$ cat src/rtl/tsp_pkg.sv
`timescale 1ns / 1ps
// ----------------------------------------------------------------------------
// Timestamp pacer package
// Shared widths, codes, register indexes and state types of the pacer.
// ----------------------------------------------------------------------------
package tsp_pkg;

    localparam int STAMP_W     = 64;
    localparam int CFG_W       = 40;
    localparam int OUT_CNT_W   = 32;
    localparam int CFG_IDX_W   = 3;
    localparam int COUNT_WIDTH = 32;

    localparam logic [CFG_W-1:0] DEFAULT_QUANTUM = CFG_W'(10000000);

    // Reset values of the configuration registers.
    localparam logic [CFG_W-1:0] TOLERANCE_RST = CFG_W'(1000000);
    localparam logic [CFG_W-1:0] JUMP_RST      = CFG_W'(1000000000);
    localparam logic [CFG_W-1:0] MAX_LATE_RST  = '0;
    localparam logic [CFG_W-1:0] QUANTUM_RST   = CFG_W'(10000000);

    typedef enum logic {
        OP_PACE   = 1'b0,
        OP_REBASE = 1'b1
    } opcode_t;

    typedef enum logic [1:0] {
        DEC_RELEASE = 2'd0,
        DEC_WAIT    = 2'd1,
        DEC_DROP    = 2'd2
    } decision_t;

    typedef enum logic [CFG_IDX_W-1:0] {
        REG_ENABLE    = 3'd0,
        REG_TOLERANCE = 3'd1,
        REG_JUMP      = 3'd2,
        REG_MAX_LATE  = 3'd3,
        REG_QUANTUM   = 3'd4
    } reg_index_t;

    typedef struct packed {
        logic               enable;
        logic [CFG_W-1:0]   tolerance;
        logic [CFG_W-1:0]   jump_threshold;
        logic [CFG_W-1:0]   max_late;
        logic [CFG_W-1:0]   sleep_quantum;
    } cfg_t;

    typedef struct packed {
        logic                   started;
        logic [STAMP_W-1:0]     base_stamp;
        logic [STAMP_W-1:0]     base_time;
        logic [STAMP_W-1:0]     last_stamp;
        logic [COUNT_WIDTH-1:0] paced_cnt;
        logic [COUNT_WIDTH-1:0] dropped_cnt;
        logic [COUNT_WIDTH-1:0] reset_cnt;
        logic [STAMP_W-1:0]     wait_sum;
    } pace_state_t;

endpackage

$ cat src/rtl/tsp_item_if.sv
`timescale 1ns / 1ps
// ----------------------------------------------------------------------------
// Pace item channel
// Valid/ready channel carrying one pace or rebase request per item.
// ----------------------------------------------------------------------------
interface tsp_item_if;
    import tsp_pkg::*;

    logic                valid;
    logic                ready;
    opcode_t             opcode;
    logic [STAMP_W-1:0]  stamp;
    logic [STAMP_W-1:0]  now_time;

    modport source (output valid, output opcode, output stamp, output now_time,
                    input ready);
    modport sink   (input valid, input opcode, input stamp, input now_time,
                    output ready);
endinterface

$ cat src/rtl/tsp_result_if.sv
`timescale 1ns / 1ps
// ----------------------------------------------------------------------------
// Pace result channel
// Valid/ready channel carrying one decision and the running totals per item.
// ----------------------------------------------------------------------------
interface tsp_result_if;
    import tsp_pkg::*;

    logic                  valid;
    logic                  ready;
    decision_t             decision;
    logic [CFG_W-1:0]      sleep_len;
    logic [OUT_CNT_W-1:0]  paced_total;
    logic [OUT_CNT_W-1:0]  dropped_total;
    logic [OUT_CNT_W-1:0]  reset_total;
    logic [STAMP_W-1:0]    waited_total;

    modport source (output valid, output decision, output sleep_len,
                    output paced_total, output dropped_total, output reset_total,
                    output waited_total, input ready);
    modport sink   (input valid, input decision, input sleep_len,
                    input paced_total, input dropped_total, input reset_total,
                    input waited_total, output ready);
endinterface

$ cat src/rtl/tsp_cfg_if.sv
`timescale 1ns / 1ps
// ----------------------------------------------------------------------------
// Configuration write channel
// Valid/ready channel carrying a register index and its write data.
// ----------------------------------------------------------------------------
interface tsp_cfg_if;
    import tsp_pkg::*;

    logic                  valid;
    logic                  ready;
    logic [CFG_IDX_W-1:0]  index;
    logic [CFG_W-1:0]      data;

    modport source (output valid, output index, output data, input ready);
    modport sink   (input valid, input index, input data, output ready);
endinterface

$ cat src/rtl/tsp_decide.sv
`timescale 1ns / 1ps
// ----------------------------------------------------------------------------
// Pacing decision
// Combinational decision for one item: release, wait or drop, plus the
// updated pacing base and counters.
// ----------------------------------------------------------------------------
module tsp_decide (
    input  tsp_pkg::cfg_t                 cfg,
    input  tsp_pkg::pace_state_t          st,
    input  tsp_pkg::opcode_t              opcode,
    input  logic [tsp_pkg::STAMP_W-1:0]   stamp,
    input  logic [tsp_pkg::STAMP_W-1:0]   now_time,
    output tsp_pkg::pace_state_t          st_next,
    output tsp_pkg::decision_t            decision,
    output logic [tsp_pkg::CFG_W-1:0]     sleep_len
);
    import tsp_pkg::*;

    logic [STAMP_W-1:0] gap;
    logic               jump;
    logic               rebase;
    logic [STAMP_W-1:0] delta;
    logic [STAMP_W:0]   target_sum;
    logic [STAMP_W-1:0] target;
    logic [STAMP_W-1:0] late;
    logic [STAMP_W-1:0] early;
    logic               too_late;
    logic               too_early;
    logic [CFG_W-1:0]   quantum;
    logic [CFG_W-1:0]   sleep_amt;

    // Rebase conditions: not started, backward stamp, or large forward jump.
    assign gap    = stamp - st.last_stamp;
    assign jump   = (cfg.jump_threshold != '0) && (stamp > st.last_stamp) &&
                    (gap > STAMP_W'(cfg.jump_threshold));
    assign rebase = !st.started || (stamp < st.last_stamp) || jump;

    // Target clock time, saturated at the top of the range.
    assign delta      = stamp - st.base_stamp;
    assign target_sum = {1'b0, st.base_time} + {1'b0, delta};
    assign target     = target_sum[STAMP_W] ? '1 : target_sum[STAMP_W-1:0];

    // Lateness and earliness against the current clock reading.
    assign late      = now_time - target;
    assign early     = target - now_time;
    assign too_late  = (now_time > target) && (cfg.max_late != '0) &&
                       (late > STAMP_W'(cfg.max_late));
    assign too_early = (target > now_time) && (early > STAMP_W'(cfg.tolerance));

    // One sleep is the lesser of the remaining wait and the quantum.
    assign quantum   = (cfg.sleep_quantum != '0) ? cfg.sleep_quantum : DEFAULT_QUANTUM;
    assign sleep_amt = (early < STAMP_W'(quantum)) ? early[CFG_W-1:0] : quantum;

    always_comb
    begin
        st_next   = st;
        decision  = DEC_RELEASE;
        sleep_len = '0;
        if (opcode == OP_REBASE)
        begin
            st_next.started    = 1'b0;
            st_next.base_stamp = '0;
            st_next.base_time  = '0;
            st_next.last_stamp = '0;
            st_next.reset_cnt  = st.reset_cnt + 1'b1;
        end
        else if (cfg.enable)
        begin
            if (rebase || (stamp != st.last_stamp && stamp < st.base_stamp))
            begin
                // Every rebase cause, a stamp below the base among them, counts a reset
                // only once pacing has started.
                if (st.started)
                begin
                    st_next.reset_cnt = st.reset_cnt + 1'b1;
                end
                st_next.started    = 1'b1;
                st_next.base_stamp = stamp;
                st_next.base_time  = now_time;
                st_next.last_stamp = stamp;
                st_next.paced_cnt  = st.paced_cnt + 1'b1;
            end
            else if (stamp == st.last_stamp)
            begin
                st_next.paced_cnt = st.paced_cnt + 1'b1;
            end
            else if (too_late)
            begin
                st_next.last_stamp  = stamp;
                st_next.dropped_cnt = st.dropped_cnt + 1'b1;
                decision            = DEC_DROP;
            end
            else if (too_early)
            begin
                st_next.wait_sum = st.wait_sum + STAMP_W'(sleep_amt);
                decision         = DEC_WAIT;
                sleep_len        = sleep_amt;
            end
            else
            begin
                st_next.last_stamp = stamp;
                st_next.paced_cnt  = st.paced_cnt + 1'b1;
            end
        end
    end

endmodule

$ cat src/rtl/timestamp_pacer.sv
`timescale 1ns / 1ps
// ----------------------------------------------------------------------------
// Timestamp pacer
// Paces media timestamps against a clock reading and answers each item with
// release, wait (with a sleep length) or drop, plus running totals.
// ----------------------------------------------------------------------------
// Usage:
//   item   : valid/ready input; opcode pace or rebase, stamp, now_time.
//   result : valid/ready output; one result item for every input item.
//   cfg    : valid/ready register writes, always ready; write only while idle.
// An accepted item sits in the input register, the decision is computed
// combinationally from it and the pacing state, and the result register
// loads the outcome once it can take a new result. Throughput is one item per cycle
// while the receiver does not stall. The pacing state is updated at the same
// edge that loads the result, so the next item already sees it; that single
// decide path (a few 64-bit subtracts and compares) sets the cycle.
// When the receiver stalls, the result register holds and the input register
// still takes one more item; after that item ready drops until the result
// drains.
// Reset clears the pacing base, the counters and both valid flags and loads
// the configuration defaults (pacing disabled).
// ----------------------------------------------------------------------------
module timestamp_pacer (
    input  logic          clk,
    input  logic          rst_n,
    tsp_item_if.sink      item,
    tsp_result_if.source  result,
    tsp_cfg_if.sink       cfg
);
    import tsp_pkg::*;

    cfg_t               cfg_reg;
    pace_state_t        st_reg;
    pace_state_t        st_next;

    logic               in_valid_reg;
    opcode_t            in_opcode_reg;
    logic [STAMP_W-1:0] in_stamp_reg;
    logic [STAMP_W-1:0] in_now_reg;

    logic               out_valid_reg;
    decision_t          out_decision_reg;
    logic [CFG_W-1:0]   out_sleep_reg;
    logic [OUT_CNT_W-1:0] out_paced_reg;
    logic [OUT_CNT_W-1:0] out_dropped_reg;
    logic [OUT_CNT_W-1:0] out_reset_reg;
    logic [STAMP_W-1:0] out_waited_reg;

    decision_t          dec;
    logic [CFG_W-1:0]   sleep_len;
    logic               fire;

    // The held item is decided when the result register can take it.
    assign fire       = in_valid_reg && (!out_valid_reg || result.ready);
    assign item.ready = !in_valid_reg || fire;
    assign cfg.ready  = 1'b1;

    tsp_decide u_decide (
        .cfg      (cfg_reg),
        .st       (st_reg),
        .opcode   (in_opcode_reg),
        .stamp    (in_stamp_reg),
        .now_time (in_now_reg),
        .st_next  (st_next),
        .decision (dec),
        .sleep_len(sleep_len)
    );

    // Input register.
    always_ff @(posedge clk or negedge rst_n)
    begin
        if (!rst_n)
        begin
            in_valid_reg <= 1'b0;
        end
        else if (item.ready)
        begin
            in_valid_reg <= item.valid;
        end
    end

    always_ff @(posedge clk)
    begin
        if (item.valid && item.ready)
        begin
            in_opcode_reg <= item.opcode;
            in_stamp_reg  <= item.stamp;
            in_now_reg    <= item.now_time;
        end
    end

    // Configuration registers and pacing state.
    always_ff @(posedge clk or negedge rst_n)
    begin
        if (!rst_n)
        begin
            cfg_reg.enable         <= 1'b0;
            cfg_reg.tolerance      <= TOLERANCE_RST;
            cfg_reg.jump_threshold <= JUMP_RST;
            cfg_reg.max_late       <= MAX_LATE_RST;
            cfg_reg.sleep_quantum  <= QUANTUM_RST;
            st_reg                 <= '0;
        end
        else
        begin
            if (fire)
            begin
                st_reg <= st_next;
            end
            if (cfg.valid)
            begin
                unique case (reg_index_t'(cfg.index))
                    REG_ENABLE:
                    begin
                        cfg_reg.enable <= cfg.data[0];
                        if (!cfg.data[0])
                        begin
                            st_reg.started <= 1'b0;
                        end
                    end
                    REG_TOLERANCE: cfg_reg.tolerance      <= cfg.data;
                    REG_JUMP:      cfg_reg.jump_threshold <= cfg.data;
                    REG_MAX_LATE:  cfg_reg.max_late       <= cfg.data;
                    REG_QUANTUM:   cfg_reg.sleep_quantum  <= cfg.data;
                    default:       ;
                endcase
            end
        end
    end

    // Result register.
    always_ff @(posedge clk or negedge rst_n)
    begin
        if (!rst_n)
        begin
            out_valid_reg <= 1'b0;
        end
        else if (!out_valid_reg || result.ready)
        begin
            out_valid_reg <= in_valid_reg;
        end
    end

    always_ff @(posedge clk)
    begin
        if (fire)
        begin
            out_decision_reg <= dec;
            out_sleep_reg    <= sleep_len;
            out_paced_reg    <= OUT_CNT_W'(st_next.paced_cnt);
            out_dropped_reg  <= OUT_CNT_W'(st_next.dropped_cnt);
            out_reset_reg    <= OUT_CNT_W'(st_next.reset_cnt);
            out_waited_reg   <= st_next.wait_sum;
        end
    end

    assign result.valid         = out_valid_reg;
    assign result.decision      = out_decision_reg;
    assign result.sleep_len     = out_sleep_reg;
    assign result.paced_total   = out_paced_reg;
    assign result.dropped_total = out_dropped_reg;
    assign result.reset_total   = out_reset_reg;
    assign result.waited_total  = out_waited_reg;

endmodule

$ cat src/flat_wrapper.sv
// flat-port wrapper written by rule: the top's interface ports become plain ports
module timestamp_pacer_flat import tsp_pkg::*;
  (clk, rst_n, item_valid, item_opcode, item_stamp, item_now_time, item_ready, result_valid, result_decision, result_sleep_len, result_paced_total, result_dropped_total, result_reset_total, result_waited_total, result_ready, cfg_valid, cfg_index, cfg_data, cfg_ready);
  tsp_item_if item_i ();
  tsp_result_if result_i ();
  tsp_cfg_if cfg_i ();
  input  logic clk;
  input  logic rst_n;
  input wire logic [$bits(item_i.valid)-1:0] item_valid;
  input wire logic [$bits(item_i.opcode)-1:0] item_opcode;
  input wire logic [$bits(item_i.stamp)-1:0] item_stamp;
  input wire logic [$bits(item_i.now_time)-1:0] item_now_time;
  output wire logic [$bits(item_i.ready)-1:0] item_ready;
  output wire logic [$bits(result_i.valid)-1:0] result_valid;
  output wire logic [$bits(result_i.decision)-1:0] result_decision;
  output wire logic [$bits(result_i.sleep_len)-1:0] result_sleep_len;
  output wire logic [$bits(result_i.paced_total)-1:0] result_paced_total;
  output wire logic [$bits(result_i.dropped_total)-1:0] result_dropped_total;
  output wire logic [$bits(result_i.reset_total)-1:0] result_reset_total;
  output wire logic [$bits(result_i.waited_total)-1:0] result_waited_total;
  input wire logic [$bits(result_i.ready)-1:0] result_ready;
  input wire logic [$bits(cfg_i.valid)-1:0] cfg_valid;
  input wire logic [$bits(cfg_i.index)-1:0] cfg_index;
  input wire logic [$bits(cfg_i.data)-1:0] cfg_data;
  output wire logic [$bits(cfg_i.ready)-1:0] cfg_ready;
  assign item_i.valid = item_valid;
  assign item_i.opcode = item_opcode;
  assign item_i.stamp = item_stamp;
  assign item_i.now_time = item_now_time;
  assign item_ready = item_i.ready;
  assign result_valid = result_i.valid;
  assign result_decision = result_i.decision;
  assign result_sleep_len = result_i.sleep_len;
  assign result_paced_total = result_i.paced_total;
  assign result_dropped_total = result_i.dropped_total;
  assign result_reset_total = result_i.reset_total;
  assign result_waited_total = result_i.waited_total;
  assign result_i.ready = result_ready;
  assign cfg_i.valid = cfg_valid;
  assign cfg_i.index = cfg_index;
  assign cfg_i.data = cfg_data;
  assign cfg_ready = cfg_i.ready;
  timestamp_pacer u_core (.clk(clk), .rst_n(rst_n), .item(item_i), .result(result_i), .cfg(cfg_i));
endmodule
$ cat config.mk
export PLATFORM = sky130hd
export DESIGN_NAME = timestamp_pacer_flat
export DESIGN_NICKNAME = d
export VERILOG_FILES = /design/src/rtl/tsp_pkg.sv /design/src/rtl/tsp_item_if.sv /design/src/rtl/tsp_result_if.sv /design/src/rtl/tsp_cfg_if.sv /design/src/rtl/tsp_decide.sv /design/src/rtl/timestamp_pacer.sv /design/src/flat_wrapper.sv
export SDC_FILE = /design/constraint.sdc
export NUM_CORES = 2
export LEC_CHECK = 0
export CAP_MARGIN = 20
export CORE_MARGIN = 2
export CORE_UTILIZATION = 50
export CTS_BUF_LIST = sky130_fd_sc_hd__clkbuf_8 sky130_fd_sc_hd__clkbuf_16
export CTS_CLUSTER_DIAMETER = 150
export CTS_CLUSTER_SIZE = 40
export DETAILED_ROUTE_END_ITERATION = 12
export DONT_BUFFER_PORTS = 1
export HOLD_SLACK_MARGIN = 0.02
export PLACE_DENSITY = 0.75
export SLEW_MARGIN = 20
export SYNTH_ARGS = -nofsm -noshare
export SYNTH_HDL_FRONTEND = slang
export SYNTH_HIERARCHICAL = 1
export SYNTH_SLANG_ARGS = --single-unit
$ cat constraint.sdc
create_clock -name clk -period 14.96 [get_ports clk]
set_clock_uncertainty 0.1 [all_clocks]
set_input_delay 3.74 -clock clk [delete_from_list [all_inputs] [get_ports clk]]
set_output_delay 3.74 -clock clk [all_outputs]
set_load 0.01 [all_outputs]
==> results_dict.tcl <==
set metrics [dict create \
    layout_min_cycle_time_ps 14260 \
    p_clk_share_pct 7.0 \
    synth_edf_count 331 \
    core.rowCount 130 \
    vdd_drop_max_mv 0.128 \
    finalCritPeriodShare_pct 95.3 \
    crit_top_cell "a21oi_1" \
    io_buffers 0 \
    drive_gt1_share_pct 15.8 \
    die_h_um 359 \
    routedWlPerCell_um 23.8 \
    drtAntennaViolNets 0 \
    grt_max_degree 517 \
    die-area_um2 129000 \
    initial_core_util_pct 50.3 \
    async_flop_share_pct 60.9 \
    routabilityCongestion 1.05 \
    first_global_vias 49538 \
    worstSetupStartpointType "register" \
    power_mw 16.8 \
    hp-start "u_core/cfg_reg[125]$_DFFE_PN0P_" \
    r2r-start "u_core/in_stamp_reg[2]$_DFFE_PP_" \
    critPathMaxFanout 17 \
    fmax_mhz 70.1 \
    mostFrequentLayoutCells "nand2_1 (628), mux2_2 (573), a21oi_1 (562), ha_1 (518), dfrtp_1 (488)" \
    fin_util_pct 54.1 \
    cts_tree "done" \
    clock-sinks 847 \
    crit_path_top_delay_cell "edfxtp_1" \
    pwr-share-comb_pct 74.7 \
    holdPathStages 1 \
    leakage_nw 30.0 \
    r2r_cells 73 \
    setup-violations-final 0 \
    status "finished with violations" \
    crit_buf_inv 8 \
    syn_area_um2 63000 \
    fill_cells 11279 \
    grt_overflow_total 0 \
    ctsHtreeMaxLevel 1 \
    cts_inserted_buffers 29 \
    power_density_nw_per_um2 248 \
    startpoint "u_core/in_stamp_reg[2]$_DFFE_PP_" \
    cts-root-buf "clkbuf_16" \
    cp.required_ps 15470 \
    finalMaxSlewViolations 396 \
    finalNonFillerCells 8490 \
    grt_usage_pct 30.1 \
    routed_via_density 6.14 \
    area_growth_pct 7.56 \
    vias 52102 \
    swShare_pct 51.6 \
    arrival_ps 14770 \
    ios 382 \
    synth_ff_type "dfrtp_1" \
    hold_path.class "register to register" \
    syn_avg_cell_area_um2 9.40 \
    antenna_found_initial 25 \
    place_inst 8399 \
    fin_ws_ps 703 \
    hold_viol 0 \
    cp-end-kind "register" \
    failed_checks "max-slew violations" \
    yosys_warnings 6 \
    coreArea_um2 125000 \
    detailedPlace.worstSlack_ps -41.4 \
    timing.rr.end "u_core/st_reg[38]$_DFFE_PN0N_" \
    cp_top_family "compound AO/OA/AOI/OAI gates" \
    routed_wl_mm 202 \
    clockBufferDepth 3 \
    die_w_um 359 \
    finalNetCount 7501 \
    largest_reg_flops 353 \
    drtIter0Drc 5608 \
    seqPwrFrac_pct 18.3 \
    drcViolationCount 0 \
    synth.distinct_cells 98 \
    crit_type "register to register" \
    clkSlewWorstSetupHoldPaths_ps 150 \
    intPower_mw 8.13 \
    final_common_cell "nand2_1" \
    reg2reg_setup_slack_ps 700 \
    dp_hpwl_mm 160 \
    worst_slew_pin_slew_ps 4310 \
    whs_endpoint "u_core/cfg_reg[125]$_DFFE_PN0P_" \
    max_cap_viol_count 0 \
    relSlewSlack_pct -187 \
    yosys_register_bits 847 \
    firstDrtPassIters 8 \
    grt_pass1_wl_mm 303 \
    synthCells 6700 \
    synth_nets 7404 \
    insertion_delay_ps 710 \
    ys_seq_area_share_pct 36.4 \
    slowest_delay_ps 500 \
    power_switching_mw 8.68 \
]
[kinds of logic after synthesis]
group                    after synthesis  share of synthesized area [%]
AO/OA/AOI/OAI                       1514                           15.1
XOR/XNOR                             395                           5.50
adder cells (fa/ha/maj)              528                           10.6
buffers and inverters                713                           4.66
flip-flops                           847                           36.4
multiplexers                         722                           12.6
other                                  1                        0.00596
AND/OR/NAND/NOR                     1980                           15.2
[layer usage]
| layer | wire (µm) | GRT usage, % | vias up |
|---|---|---|---|
| met4 | 6380 | 8.41 | 8 |
| li1 | - | - | 24333 |
| met2 | 90800 | 47.8 | 1908 |
| met3 | 14100 | 4.07 | 224 |
| met1 | 90900 | 43.0 | 25629 |
| met5 | 54 | 0 | - |
[power by group through the flow]
stage                     Clock [mW]  Sequential [mW]  Combinational, mW
after floorplan                    0             2.99               7.82
after global placement             0             3.09               11.8
after detailed placement           0             3.11               12.0
after CTS                       1.21             3.06               12.1
after global routing            1.28             3.11               13.5
final                           1.18             3.07               12.6
[cells in the mapped netlist (all sizes together), types with 28 or more instances]
| master | instances | share of area [%] |
|---|---|---|
| a211oi | 57 | 0.69 |
| a21o | 162 | 1.9 |
| a21oi | 566 | 4.5 |
| a31oi | 37 | 0.38 |
| and2 | 33 | 0.33 |
| and3 | 67 | 0.67 |
| and4 | 29 | 0.40 |
| buf | 103 | 1.0 |
| clkbuf | 166 | 0.99 |
| dfrtp | 488 | 19 |
| dfstp | 28 | 1.2 |
| edfxtp | 331 | 16 |
| ha | 521 | 10 |
| inv | 444 | 2.6 |
| mux2 | 582 | 10 |
| mux2i | 140 | 2.2 |
| nand2 | 629 | 3.8 |
| nand2b | 102 | 1.0 |
| nand3 | 155 | 1.2 |
| nand4 | 146 | 1.5 |
| nor2 | 462 | 2.8 |
| nor2b | 79 | 0.79 |
| nor3 | 108 | 0.86 |
| nor4 | 79 | 0.87 |
| o211ai | 30 | 0.36 |
| o21a | 80 | 0.95 |
| o21ai | 290 | 2.3 |
| o21bai | 51 | 0.61 |
| xnor2 | 263 | 3.7 |
| xor2 | 132 | 1.8 |
[final cells by class]
class                      count  area [µm²]  area share [%]
clock inverter                25         270           0.399
inverter                     444        1680            2.47
sequential                   847       22900            33.8
clock buffer                  29         726            1.07
timing repair buffer         335        2580            3.81
tap                         1650        2060            3.05
antenna                       20        50.0          0.0739
multi-input combinational   5140       37500            55.3
[stage by stage]
step | instance area [µm²] | TNS (ps) | hold WS [ps]
floorplan | 63000 | 0 | 358
global placement | 66300 | 0 | 371
detailed placement | 66300 | -236 | 379
CTS | 67400 | 0 | 411
global route | 67700 | -42.2 | 418
finish | 67700 | 0 | 408
[worst max path at each step]
stage / endpoint / slack (ps) / cells after the start
6_report: u_core/st_reg[38]$_DFFE_PN0N_ / 700 / 73
5_1_grt: u_core/st_reg[38]$_DFFE_PN0N_ / -40 / 72
4_1_cts: u_core/st_reg[38]$_DFFE_PN0N_ / 90 / 68
3_5_place_dp: u_core/st_reg[44]$_DFFE_PN0N_ / -40 / 66
3_3_place_gp: u_core/st_reg[50]$_DFFE_PN0N_ / 100 / 64
2_1_floorplan: u_core/st_reg[44]$_DFFE_PN0N_ / 1180 / 69
[what timing repair did]
item                       in CTS  in global routing
setup endpoints to repair      23                 90
hold buffers                    0                  0
resized for setup               5                 53
pin swaps                       3                 17
setup buffers                   7                 10
(Power assumes the default switching activity.)
